==> src/hw/rtl/assert_macros.svh <==
// assertion macros used by button_gesture_detector.sv
// no dependencies; define SYNTH to compile the checks away
`ifndef ASSERT_MACROS_SVH
`define ASSERT_MACROS_SVH

`ifndef SYNTH
`define ASSERT_ALWAYS(label, cond, msg) \
  label: assert property (@(posedge clk) disable iff (rst) (cond)) else $error(msg);
`define ASSERT_IMPLY(label, pre, post, msg) \
  label: assert property (@(posedge clk) disable iff (rst) (pre) |-> (post)) else $error(msg);
`else
`define ASSERT_ALWAYS(label, cond, msg)
`define ASSERT_IMPLY(label, pre, post, msg)
`endif

`endif

==> src/hw/rtl/bgd_pkg.sv <==
// types and constants of the button gesture detector
// no dependencies
package bgd_pkg;

  typedef enum logic [2:0] {
    EV_NONE   = 3'd0,
    EV_CLICK  = 3'd1,
    EV_DOUBLE = 3'd2,
    EV_SHORT  = 3'd3,
    EV_LONG   = 3'd4
  } event_t;

  localparam int CfgIdxW  = 2;
  localparam int CfgDataW = 16;

  localparam logic [CfgIdxW-1:0] REG_DOUBLE_WINDOW   = 2'd0;
  localparam logic [CfgIdxW-1:0] REG_SHORT_HOLD_TIME = 2'd1;
  localparam logic [CfgIdxW-1:0] REG_LONG_HOLD_TIME  = 2'd2;

  localparam logic [CfgDataW-1:0] DOUBLE_WINDOW_RST   = 16'd300;
  localparam logic [CfgDataW-1:0] SHORT_HOLD_TIME_RST = 16'd500;
  localparam logic [CfgDataW-1:0] LONG_HOLD_TIME_RST  = 16'd1500;

  localparam int NowW = 32;

endpackage

==> src/hw/rtl/button_gesture_detector.sv <==
// button gesture detector: click, double click, short and long hold from polls
// depends on bgd_pkg and assert_macros.svh
//
//   channel  dir  handshake                 contents
//   s_       in   s_tvalid / s_tready       one poll word: pin level, timestamp
//   m_       out  m_tvalid / m_tready       one event word per poll
//   cfg_     in   cfg_valid / cfg_ready     register index and 16 bit value
//
// one poll per cycle while s_tready is high; each event appears in the cycle after its poll is taken
// the gesture state and the event register update in the same edge
// a stalled event holds while polls wait; s_tready drops only then
// cfg_ready is always high
// rst clears state and loads the register defaults
`include "assert_macros.svh"

module button_gesture_detector
  import bgd_pkg::*;
#(
  parameter int TIME_BITS = 32
) (
  input  logic                clk,
  input  logic                rst,
  input  logic                s_tvalid,
  output logic                s_tready,
  input  logic [39:0]         s_tdata,   // pin_level [0], now_ms [32:1], zero pad
  output logic                m_tvalid,
  input  logic                m_tready,
  output logic [7:0]          m_tdata,   // event_res [2:0], zero pad
  input  logic                cfg_valid,
  output logic                cfg_ready,
  input  logic [CfgIdxW-1:0]  cfg_index,
  input  logic [CfgDataW-1:0] cfg_data
);

  localparam int TakeW = (TIME_BITS < NowW) ? TIME_BITS : NowW;

  logic [CfgDataW-1:0]  double_window;
  logic [CfgDataW-1:0]  short_hold_time;
  logic [CfgDataW-1:0]  long_hold_time;

  logic                 press_active, press_active_next;
  logic                 long_done, long_done_next;
  logic                 second_press, second_press_next;
  logic                 click_pending, click_pending_next;
  logic [TIME_BITS-1:0] press_start_time, press_start_time_next;
  logic [TIME_BITS-1:0] last_release_time, last_release_time_next;
  event_t               event_q, event_next;

  logic                 take;
  logic                 pressed;
  logic [TIME_BITS-1:0] now_t;
  logic [TIME_BITS-1:0] win_t, short_t, long_t;
  logic [TIME_BITS-1:0] el_rel, el_press, el_pend;

  assign cfg_ready = 1'b1;
  assign s_tready  = !m_tvalid || m_tready;
  assign take      = s_tvalid && s_tready;
  assign m_tdata   = {5'd0, event_q};

  assign pressed  = !s_tdata[0];
  assign now_t    = TIME_BITS'(s_tdata[TakeW:1]);
  assign win_t    = TIME_BITS'(double_window);
  assign short_t  = TIME_BITS'(short_hold_time);
  assign long_t   = TIME_BITS'(long_hold_time);
  assign el_rel   = now_t - last_release_time;
  assign el_press = now_t - press_start_time;

  always_comb begin
    press_active_next      = press_active;
    long_done_next         = long_done;
    second_press_next      = second_press;
    click_pending_next     = click_pending;
    press_start_time_next  = press_start_time;
    last_release_time_next = last_release_time;
    event_next             = EV_NONE;
    el_pend                = el_rel;
    if (pressed) begin
      if (!long_done) begin
        if (!press_active) begin
          press_active_next     = 1'b1;
          press_start_time_next = now_t;
          if (el_rel <= win_t) begin
            second_press_next = 1'b1;
          end
        end else if (el_press > long_t) begin
          press_active_next = 1'b0;
          second_press_next = 1'b0;
          long_done_next    = 1'b1;
          event_next        = EV_LONG;
        end
      end
    end else begin
      if (press_active) begin
        press_active_next = 1'b0;
        if (second_press) begin
          second_press_next  = 1'b0;
          click_pending_next = 1'b0;
          event_next         = EV_DOUBLE;
        end else if (el_press > short_t) begin
          click_pending_next = 1'b0;
          event_next         = EV_SHORT;
        end else begin
          click_pending_next     = 1'b1;
          last_release_time_next = now_t;
        end
      end
      // el_pend uses the release time chosen above
      el_pend = now_t - last_release_time_next;
      if (click_pending_next && el_pend > win_t) begin
        click_pending_next = 1'b0;
        event_next         = EV_CLICK;
      end
      long_done_next = 1'b0;
    end
  end

  always_ff @(posedge clk) begin
    if (rst) begin
      double_window   <= DOUBLE_WINDOW_RST;
      short_hold_time <= SHORT_HOLD_TIME_RST;
      long_hold_time  <= LONG_HOLD_TIME_RST;
    end else if (cfg_valid && cfg_ready) begin
      case (cfg_index)
        REG_DOUBLE_WINDOW:   double_window   <= cfg_data;
        REG_SHORT_HOLD_TIME: short_hold_time <= cfg_data;
        REG_LONG_HOLD_TIME:  long_hold_time  <= cfg_data;
        default: ;
      endcase
    end
  end

  always_ff @(posedge clk) begin
    if (rst) begin
      press_active      <= 1'b0;
      long_done         <= 1'b0;
      second_press      <= 1'b0;
      click_pending     <= 1'b0;
      press_start_time  <= '0;
      last_release_time <= '0;
      m_tvalid          <= 1'b0;
      event_q           <= EV_NONE;
    end else begin
      if (take) begin
        press_active      <= press_active_next;
        long_done         <= long_done_next;
        second_press      <= second_press_next;
        click_pending     <= click_pending_next;
        press_start_time  <= press_start_time_next;
        last_release_time <= last_release_time_next;
        event_q           <= event_next;
        m_tvalid          <= 1'b1;
      end else if (m_tready) begin
        m_tvalid <= 1'b0;
      end
    end
  end

  `ASSERT_ALWAYS(a_long_not_active, !(long_done && press_active), "long hold while press tracked")
  `ASSERT_IMPLY(a_second_in_press, second_press, press_active, "second press without press")
  `ASSERT_IMPLY(a_long_event_flag, m_tvalid && event_q == EV_LONG, long_done, "long event without flag")

endmodule
==> config.mk <==
export PLATFORM = sky130hd
export DESIGN_NAME = button_gesture_detector
export DESIGN_NICKNAME = d
export VERILOG_FILES = /design/src/hw/rtl/bgd_pkg.sv /design/src/hw/rtl/button_gesture_detector.sv
export VERILOG_INCLUDE_DIRS = /design/src /design/src/hw/rtl
export SDC_FILE = /design/constraint.sdc
export NUM_CORES = 1
export LEC_CHECK = 0
export BUFFER_PORTS_ARGS = -buffer_cell sky130_fd_sc_hd__buf_2
export CAP_MARGIN = 20
export CORE_MARGIN = 3
export CORE_UTILIZATION = 50
export DETAILED_ROUTE_END_ITERATION = 16
export GPL_TIMING_DRIVEN = 1
export PLACE_DENSITY = 0.68
export SYNTH_ARGS = -nofsm -noshare
export SYNTH_HDL_FRONTEND = slang
export SYNTH_SLANG_ARGS = --single-unit
export TNS_END_PERCENT = 1
==> constraint.sdc <==
create_clock -name clk -period 13.1 [get_ports clk]
set_input_delay 2.62 -clock clk [delete_from_list [all_inputs] [get_ports clk]]
set_output_delay 2.62 -clock clk [all_outputs]
set_load 0.01 [all_outputs]
==> results of run 1 <==
==> worst max-delay path: cells and delay by family <==
| family | cells | cell delay (ns) |
|---|---|---|
| compound gates | 18 | 4.26 |
| xor+xnor | 2 | 0.34 |
| fa+ha+maj | 5 | 1.72 |
| buf+inv | 2 | 0.34 |
| mux | 1 | 0.31 |
| simple gates | 10 | 2.94 |
==> report_power, final <==
part           total, mW  leakage [nW]  switching [mW]  internal (mW)
clock network      0.476         0.274           0.207          0.269
registers          0.392         0.979          0.0101          0.381
logic              0.500          4.41           0.301          0.199
total               1.37          5.66           0.518          0.849
==> cells by family after synthesis <==
kind of cell | count (synthesis) | share of synthesized area [%]
flops | 120 | 19.6
compound gates | 488 | 26.6
other cells | 2 | 0.0612
fa+ha+maj | 161 | 16.5
mux | 42 | 3.47
xor+xnor | 50 | 3.57
simple gates | 576 | 22.7
buf+inv | 232 | 7.53
==> sequential cells by signal, indices dropped and copies added, names as in the netlist <==
| register | flops |
|---|---|
| click_pending | 1 |
| double_window | 16 |
| event_q | 3 |
| last_release_time | 32 |
| long_done | 1 |
| long_hold_time | 16 |
| m_tvalid | 1 |
| press_active | 1 |
| press_start_time | 32 |
| second_press | 1 |
| short_hold_time | 16 |
==> routing by layer <==
metal  vias up  share of wire, %  wire length (um)
met1      5576                49             17400
met3        57               4.9              1740
met4         0               2.2               785
li1       6023                 -                 -
met2       296                44             15500
met5         -                 0                 0
==> layout make-up <==
| type | instances | share of cell area (%) |
|---|---|---|
| tap | 319 | 2.99 |
| sequential | 120 | 18.0 |
| clock inverter | 15 | 1.16 |
| antenna | 1 | 0.0188 |
| multi-input combinational | 1323 | 67.3 |
| timing repair buffer | 70 | 3.01 |
| inverter | 155 | 4.36 |
| clock buffer | 17 | 3.19 |
==> worst max path at each step <==
| stage | from | end | slack, ns | depth (start not counted) |
|---|---|---|---|---|
| 3_3_place_gp | s_tdata[2] | event_q[0] | 0.71 | 43 |
| 4_1_cts | s_tdata[2] | event_q[0] | 1.04 | 38 |
| 3_5_place_dp | s_tdata[2] | event_q[0] | 0.68 | 42 |
| 5_1_grt | s_tdata[2] | event_q[0] | 0.35 | 44 |
| 6_report | s_tdata[2] | event_q[0] | 0.88 | 38 |
| 2_1_floorplan | s_tdata[1] | event_q[0] | 2.19 | 45 |
==> cell usage in the layout (no fill, tap or decap), drive strengths merged, types with 8 or more instances in the layout <==
master / netlist / layout
o21bai: 11 / 11
xor2: 14 / 14
a21o: 44 / 44
o21ai: 77 / 77
and2: 11 / 11
clkbuf: 55 / 17
a211oi: 40 / 40
mux2i: 38 / 38
xnor2: 36 / 36
a211o: 17 / 17
nor3: 27 / 27
nand3b: 9 / 9
dfxtp: 120 / 120
a21oi: 160 / 160
o31ai: 10 / 10
o21a: 22 / 22
nand4: 27 / 27
buf: 22 / 70
or4: 12 / 12
inv: 155 / 165
a31oi: 8 / 8
nor4: 18 / 18
nand3: 23 / 23
nor2: 119 / 119
nor2b: 25 / 25
or3: 9 / 9
o211ai: 14 / 14
ha: 154 / 154
and3: 16 / 16
nand2: 232 / 232
nand2b: 18 / 18
o2111ai: 12 / 12
==> results.txt, run 1 <==
WL final: 35,400 um
Total Power: 1.37 mW
Core area: 23,800 sq um
WL per Instance: 17.5 um
GR Util met1: 38.0%
Max Cap Viol: 0
Mapped Area: 12,300 sq um
Vias in the first global route: 11,100
VDD IR max: 0.0795 mV
Synth Flop Type: dfxtp_1
Area Growth Syn to Fin: 8.72%
Crit path kind: primary input to register
Post-synth EDFFs: 0
Clock buffer depth: 2
DP HPWL: 28,300 um
Area after DPL: 12,700 sq um
Yosys reg bits: 120
Via count: 12,000
Crit path max-delay cell type: or4_2
Die width: 163 um
Pre-CTS setup slack: 0.680 ns
Unrepaired setup endpoints after global routing: no
ANT nets after route: 0
Largest net degree at the start of global routing: 77
Gate Count Post-Synth: 1,671
Setup TNS: 0 ns
Fill cells: 2,362
Number of antenna violations at the first check in global routing: 1
Final WS setup: 0.877 ns
HP Class: register to register
Routed vias/inst: 5.92
H-tree Lvls: 4
Max stage delay on crit path: 0.77 ns
Post-CTS Hold Buffers: 0
DRT Pass-1 Iters: 5
First-pass GRT wire length: 57,300 um
Hold_sp: press_start_time[15]
Worst-Skew Late Latency: 0.43 ns
M2 GR Usage: 41.8%
Critical Path Start Type: primary input
GRT Residual Overflow: 0
Static leakage: 5.66 nW
# rows: 56
Clock sinks: 120
Cts repair resizes: 0
DIE AREA: 26,500 sq um
1st-iter DRT viols: 889
Hold slack: 0.453 ns
Initial Utilization: 51.5%
CP Data Arrival Time: 12.53 ns
Non-Filler Instances: 2,020
Worst reg2reg path endpoint: event_q[0]
Setup Fix Bufs, Post-CTS: 0
Worst Clk Skew: 0.0167 ns
R2R depth: 37
Top-count cell post-synth: nand2_1
R2R setup slack: 2.98 ns
Root Driver: clkbuf_16
Relative slew slack: 44.4%
Die Y: 163 um
Final Max Tran Viols: 0
CTS buffer count: 17
Synth warn: 0
Routability cong.: 0.972
Global route hottest layer: met2
I/O pin count: 74
Hold path depth: 2
Syn Area/Cell: 7.34 sq um
Layout cells sized above 1: 8.00%
CP Max Fanout: 10
PD cells: 102 nW/um^2
F_max: 81.8 MHz
Placed Cells: 1,985
Drc violations: 0
CTS tree: yes
Final hold violations: 0
Leading area contributor after synthesis: dfxtp_1
All-layer global routing usage: 26.7%
Largest cells by area after synthesis: dfxtp_1, ha_1, nand2_1, a21oi_1, inv_1
Status: completed
Multi-input logic area: 8970 sq um
Async set-reset flop share out of synthesis: 0%
Final core occ: 56.0%
Met3 usage: 4.30%
Crit Reg-Reg Startpoint: press_start_time[0]
Crit end category: register
# setup viols final: 0
Hold Path End: press_start_time[15]
Synth top cells by count: nand2_1, a21oi_1, inv_1, ha_1, dfxtp_1
Most common cell on crit path: a21oi_1
Worst Tran Pin Value: 0.834 ns
Yosys cell types: 82
Sequential fraction of the synthesis area: 19.6%
Clk slew on worst S/H paths: 0.06 ns
WP data required: 13.41 ns
Final nets: 1,907
Area share of the largest cell type after synthesis: 19.6%
Buffers on Ports: 60
Minimum clock period: 12.22 ns
Finished Cell Area: 13,300 sq um
Storage cell area: 2400 sq um
Tcrit/Tclk final: 93.3%
No activity file was read; power rests on OpenSTA's default activity.
==> run 2: changes to the inputs <==
ABC_AREA = 1   (was unset)
==> results.txt, run 2 <==
Worst Clk Skew: 0.0132 ns (was 0.0167 ns)
Critical Path Start Type: primary input (unchanged)
Compound-Gate Fraction of Synth Area: 19.3% (was 26.6%)
Non-Filler Instances: 2,372 (was 2,020)
Tcrit/Tclk final: 80.7% (was 93.3%)
Most common cell after layout, fill and taps aside: nand2_1 (unchanged)
Setup TNS: 0 ns (unchanged)
Post-CTS Hold Buffers: 0 (unchanged)
H-tree Lvls: 4 (unchanged)
P_sw: 0.572 mW (was 0.518 mW)
Static leakage: 7.00 nW (was 5.66 nW)
Area share of the largest cell type after synthesis: 19.6% (about the same)
F_max: 94.5 MHz (was 81.8 MHz)
Worst-Skew Late Latency: 0.43 ns (about the same)
CTS tree: yes (unchanged)
Combinational Power Share: 39.7% (was 36.6%)
R2R setup slack: 4.64 ns (was 2.98 ns)
Finished Cell Area: 13,500 sq um (was 13,300 sq um)
Unrepaired setup endpoints after global routing: no (unchanged)
First-pass GRT wire length: 56,300 um (was 57,300 um)
XOR/XNOR Fraction of Synth Area: 4.35% (was 3.57%)
Synth top cells by count: nand2_1, inv_1, a21oi_1, ha_1, o21ai_0 (was nand2_1, a21oi_1, inv_1, ha_1, dfxtp_1)
Initial Utilization: 51.5% (about the same)
Core area: 23,800 sq um (unchanged)
R2R depth: 52 (was 37)
Post-synth EDFFs: 0 (unchanged)
Status: completed (unchanged)
Largest net degree at the start of global routing: 89 (was 77)
Crit end category: register (unchanged)
Buffers on Ports: 60 (unchanged)
Gate Count Post-Synth: 1,995 (was 1,671)
Clock sinks: 120 (unchanged)
Most common cell on crit path: nand2_1 (was a21oi_1)
Flop pwr share: 27.5% (was 28.6%)
DIE AREA: 26,500 sq um (about the same)
Crit path kind: primary input to register (unchanged)
Crit Reg-Reg Startpoint: press_start_time[0] (unchanged)
Placed Cells: 2,338 (was 1,985)
I/O pin count: 74 (unchanged)
Drc violations: 0 (unchanged)
Crit path max-delay cell type: inv_1 (was or4_2)
Largest cells by area after synthesis: dfxtp_1, ha_1, nand2_1, inv_1, a21oi_1 (was dfxtp_1, ha_1, nand2_1, a21oi_1, inv_1)
CTS buffer count: 17 (unchanged)
Worst Tran Pin Value: 1.04 ns (was 0.834 ns)
Post-synthesis adder-cell area fraction: 16.2% (was 16.5%)
Final nets: 2,260 (was 1,907)
Clk slew on worst S/H paths: 0.06 ns (about the same)
Setup crit end: event_q[0] (unchanged)
Die Y: 163 um (about the same)
Mapped Area: 12,300 sq um (about the same)
DRT Pass-1 Iters: 5 (unchanged)
All-layer global routing usage: 26.4% (was 26.7%)
WP data required: 13.46 ns (was 13.41 ns)
Synth warn: 0 (unchanged)
PD cells: 107 nW/um^2 (was 102 nW/um^2)
Simple-gate share of the synthesized area: 27.1% (was 22.7%)
Pint: 0.863 mW (was 0.849 mW)
Most frequent cells in the layout: nand2_1, inv_1, a21oi_1, ha_1, o21ai_0 (was nand2_1, a21oi_1, inv_1, ha_1, dfxtp_1)
Vias in the first global route: 11,500 (was 11,100)
Final Max Tran Viols: 0 (unchanged)
Area after DPL: 12,800 sq um (was 12,700 sq um)
1st-iter DRT viols: 883 (was 889)
Sw frac: 39.9% (was 37.9%)
CP Data Arrival Time: 10.94 ns (was 12.53 ns)
Top-count cell post-synth: nand2_1 (unchanged)
Clock Power Share: 32.8% (was 34.8%)
Root Driver: clkbuf_16 (unchanged)
WL per Instance: 14.7 um (was 17.5 um)
Yosys reg bits: 120 (unchanged)
Clock buffer depth: 2 (unchanged)
Area Growth Syn to Fin: 9.55% (was 8.72%)
DP HPWL: 28,500 um (was 28,300 um)
Die width: 163 um (about the same)
Setup crit start: s_tdata[1] (was s_tdata[2])
Largest family of logic cells by synthesized area: simple AND/OR/NAND/NOR gates (was compound AO/OA/AOI/OAI gates)
CP Max Fanout: 41 (was 10)
# rows: 56 (unchanged)
GRT Residual Overflow: 0 (unchanged)
Total Power: 1.44 mW (was 1.37 mW)
Final core occ: 56.5% (was 56.0%)
Top Registers: last_release_time (32), press_start_time (32) (unchanged)
HP Class: register to register (unchanged)
Post-synthesis mux area share: 0% (was 3.47%)
Minimum clock period: 10.58 ns (was 12.22 ns)
VDD IR max: 0.0694 mV (was 0.0795 mV)
ANT nets after route: 0 (unchanged)
WL final: 34,800 um (was 35,400 um)
Leading area contributor after synthesis: dfxtp_1 (unchanged)
Layout cells sized above 1: 6.82% (was 8.00%)
Yosys cell types: 50 (was 82)
Routability cong.: 0.927 (was 0.972)
Final hold violations: 0 (unchanged)
# setup viols final: 0 (unchanged)
Setup Fix Bufs, Post-CTS: 0 (unchanged)
Via count: 12,500 (was 12,000)
Number of antenna violations at the first check in global routing: 0 (was 1)
Max Cap Viol: 0 (unchanged)
Worst reg2reg path endpoint: event_q[0] (unchanged)
Relative slew slack: 30.5% (was 44.4%)
Cts repair resizes: 0 (unchanged)
Syn Area/Cell: 6.15 sq um (was 7.34 sq um)
Routed vias/inst: 5.27 (was 5.92)
Max stage delay on crit path: 0.97 ns (was 0.77 ns)
Sequential fraction of the synthesis area: 19.6% (about the same)
Async set-reset flop share out of synthesis: 0% (unchanged)
Diodes inserted: 0 (was 1)
Synth Flop Type: dfxtp_1 (unchanged)
[run 2: how the worst min path moves through the flow]
| stage | start | endpoint | slack [ns] | depth (start not counted) |
|---|---|---|---|---|
| 2_1_floorplan | press_start_time[12] | press_start_time[12] | 0.43 | 2 |
| 3_3_place_gp | press_start_time[3] | press_start_time[3] | 0.44 | 2 |
| 3_5_place_dp | press_start_time[28] | press_start_time[28] | 0.45 | 2 |
| 4_1_cts | press_start_time[28] | press_start_time[28] | 0.46 | 2 |
| 5_1_grt | press_start_time[17] | press_start_time[17] | 0.48 | 2 |
| 6_report | press_start_time[18] | press_start_time[18] | 0.46 | 2 |
[run 2: cell type report]
type	count	area, sq um
fill	2447	10400
multi-input combinational	1445	8240
sequential	120	2400
inverter	390	1460
clock buffer	17	425
tap	319	399
timing repair buffer	66	369
clock inverter	15	155
[run 2: kinds of logic (layout without fill, tap and decap cells)]
kind of cell	count (synthesis)	count (layout)
other cells	2	6
xor+xnor	61	61
flops	120	120
simple gates	791	791
compound gates	430	430
fa+ha+maj	157	157
buf+inv	434	488
[run 2: through the flow]
step | hold slack, ns | setup WS, ns
2_1_floorplan | 0.433 | 4.31
3_3_place_gp | 0.443 | 2.27
3_5_place_dp | 0.451 | 2.20
4_1_cts | 0.461 | 2.59
5_1_grt | 0.483 | 1.63
6_report | 0.457 | 2.52
[run 2: metal layers]
metal  GRT usage, %  up-vias  wire length (um)
met5              0        -                 0
li1               -     6532                 -
met1           35.9     5618             16300
met3           3.92       57              2040
met2           43.0      289             15700
met4           8.54        0               791
[run 2: worst max-delay path, delay by kind of cell]
family	cells	cell delay [ns]
AO/OA/AOI/OAI	8	1.27
buffers and inverters	9	1.58
XOR/XNOR	2	0.43
AND/OR/NAND/NOR	30	3.28
adder cells (fa/ha/maj)	5	1.76
[run 2: power groups by stage]
stage,registers (mW),clock network [mW],logic (mW)
after CTS,0.395,0.480,0.564
after floorplan,0.401,0,0.425
after global placement,0.402,0,0.548
final,0.395,0.471,0.569
after detailed placement,0.403,0,0.560
after global routing,0.396,0.495,0.652
==> run 3: changes to the inputs <==
clock period = 9.8 ns   (was 13.1 ns; I/O delays follow)
==> results.txt, run 3 (same netlist as run 2, synthesis figures left out) <==
Clk slew on worst S/H paths: 0.06 ns (about the same)
R2R setup slack: 2.72 ns (was 4.64 ns)
First-pass GRT wire length: 56,600 um (was 56,300 um)
DRT Pass-1 Iters: 6 (was 5)
Number of antenna violations at the first check in global routing: 0 (unchanged)
Die Y: 163 um (unchanged)
GRT Residual Overflow: 0 (unchanged)
Most common cell after layout, fill and taps aside: nand2_1 (unchanged)
Clock sinks: 120 (unchanged)
H-tree Lvls: 4 (unchanged)
Unrepaired setup endpoints after global routing: no (unchanged)
Most frequent cells in the layout: nand2_1, inv_1, a21oi_1, ha_1, o21ai_0 (unchanged)
Setup TNS: 0 ns (unchanged)
CP Data Arrival Time: 8.89 ns (was 10.94 ns)
Crit path kind: primary input to register (unchanged)
PD cells: 142 nW/um^2 (was 107 nW/um^2)
Final nets: 2,263 (was 2,260)
HP Class: register to register (unchanged)
Vias in the first global route: 11,300 (was 11,500)
# rows: 56 (unchanged)
Core area: 23,800 sq um (unchanged)
Initial Utilization: 51.5% (unchanged)
R2R depth: 51 (was 52)
Total Power: 1.90 mW (was 1.44 mW)
Fill cells: 2,437 (was 2,447)
Area Growth Syn to Fin: 9.58% (was 9.55%)
Worst Clk Skew: 0.0210 ns (was 0.0132 ns)
VDD IR max: 0.0832 mV (was 0.0694 mV)
Diodes inserted: 0 (unchanged)
Critical Path Start Type: primary input (unchanged)
DIE AREA: 26,500 sq um (unchanged)
Crit end category: register (unchanged)
Relative slew slack: 30.5% (about the same)
Tcrit/Tclk final: 87.0%
Clock buffer depth: 2 (unchanged)
Largest net degree at the start of global routing: 89 (unchanged)
Status: completed (unchanged)
1st-iter DRT viols: 850 (was 883)
WL per Instance: 14.8 um (was 14.7 um)
WP data required: 10.16 ns (was 13.46 ns)
Most common cell on crit path: nand2_1 (unchanged)
CTS tree: yes (unchanged)
CTS buffer count: 17 (unchanged)
DP HPWL: 28,700 um (was 28,500 um)
Setup crit start: s_tdata[1] (unchanged)
I/O pin count: 74 (unchanged)
Setup Fix Bufs, Post-CTS: 0 (unchanged)
# setup viols final: 0 (unchanged)
Top Registers: last_release_time (32), press_start_time (32) (unchanged)
Crit Reg-Reg Startpoint: press_start_time[0] (unchanged)
F_max: 117 MHz
Final Max Tran Viols: 0 (unchanged)
Cts repair resizes: 0 (unchanged)
WL final: 35,200 um (was 34,800 um)
Worst Tran Pin Value: 1.04 ns (about the same)
All-layer global routing usage: 26.6% (was 26.4%)
Max stage delay on crit path: 0.43 ns (was 0.97 ns)
Via count: 12,500 (about the same)
CP Max Fanout: 5 (was 41)
Worst-Skew Late Latency: 0.43 ns (about the same)
Setup crit end: event_q[0] (unchanged)
Minimum clock period: 8.52 ns
Routability cong.: 0.925 (was 0.927)
Root Driver: clkbuf_16 (unchanged)
Worst reg2reg path endpoint: event_q[0] (unchanged)
Finished Cell Area: 13,500 sq um (about the same)
Hold slack: 0.457 ns (about the same)
Buffers on Ports: 60 (unchanged)
Die width: 163 um (unchanged)
Routed vias/inst: 5.25 (was 5.27)
Post-CTS Hold Buffers: 0 (unchanged)
Area after DPL: 12,900 sq um (was 12,800 sq um)
Max Cap Viol: 0 (unchanged)
Static leakage: 7.00 nW (about the same)
Final core occ: 56.5% (about the same)
Layout cells sized above 1: 6.91% (was 6.82%)
Final hold violations: 0 (unchanged)
Crit path max-delay cell type: fa_1 (was inv_1)
Drc violations: 0 (unchanged)
ANT nets after route: 0 (unchanged)
run 3: report_power, final:
group	switching, mW	internal [mW]	total (mW)
registers	0.00985	0.518	0.528
logic	0.484	0.277	0.761
clock network	0.261	0.354	0.616
total	0.756	1.15	1.90
run 3: cell type report:
class                           count  area [sq um]  area share (%)
Inverter                          390          1460            10.9
Tap cell                          319           399            2.97
Multi-Input combinational cell   1445          8240            61.2
Timing Repair Buffer               69           388            2.88
Clock buffer                       18           429            3.19
Clock inverter                     14           136            1.01
Sequential cell                   120          2400            17.9
run 3: per-layer routing:
layer  vias to the layer above  routed length [um]  global-route usage [%]
li1                       6538                   -                       -
met1                      5636               17100                    37.7
met2                       274               16000                    43.3
met3                        30                1630                    2.75
met4                         0                 499                    6.54
met5                         -                   0                       0
run 3: how the worst min path moves through the flow:
| stage | slack [ns] | start | cells after the start | endpoint |
|---|---|---|---|---|
| floorplan | 0.43 | press_start_time[12] | 2 | press_start_time[12] |
| global placement | 0.44 | press_start_time[3] | 2 | press_start_time[3] |
| detailed placement | 0.45 | press_start_time[23] | 2 | press_start_time[23] |
| CTS | 0.46 | press_start_time[6] | 2 | press_start_time[6] |
| global route | 0.47 | press_start_time[17] | 2 | press_start_time[17] |
| finish | 0.46 | press_start_time[18] | 2 | press_start_time[18] |
run 3: per-stage QoR:
stage | setup WS (ns) | std cells
3_3_place_gp | 0.923 | 2342
5_1_grt | 0.504 | 2375
4_1_cts | 1.30 | 2374
3_5_place_dp | 0.867 | 2342
2_1_floorplan | 1.67 | 1999
6_report | 1.28 | 2375
run 3: worst max-delay path, delay by kind of cell:
family,cells,cell delay [ns]
AO/OA/AOI/OAI,8,1.18
XOR/XNOR,2,0.41
adder cells (fa/ha/maj),6,1.94
AND/OR/NAND/NOR,30,2.88
buffers and inverters,7,0.50
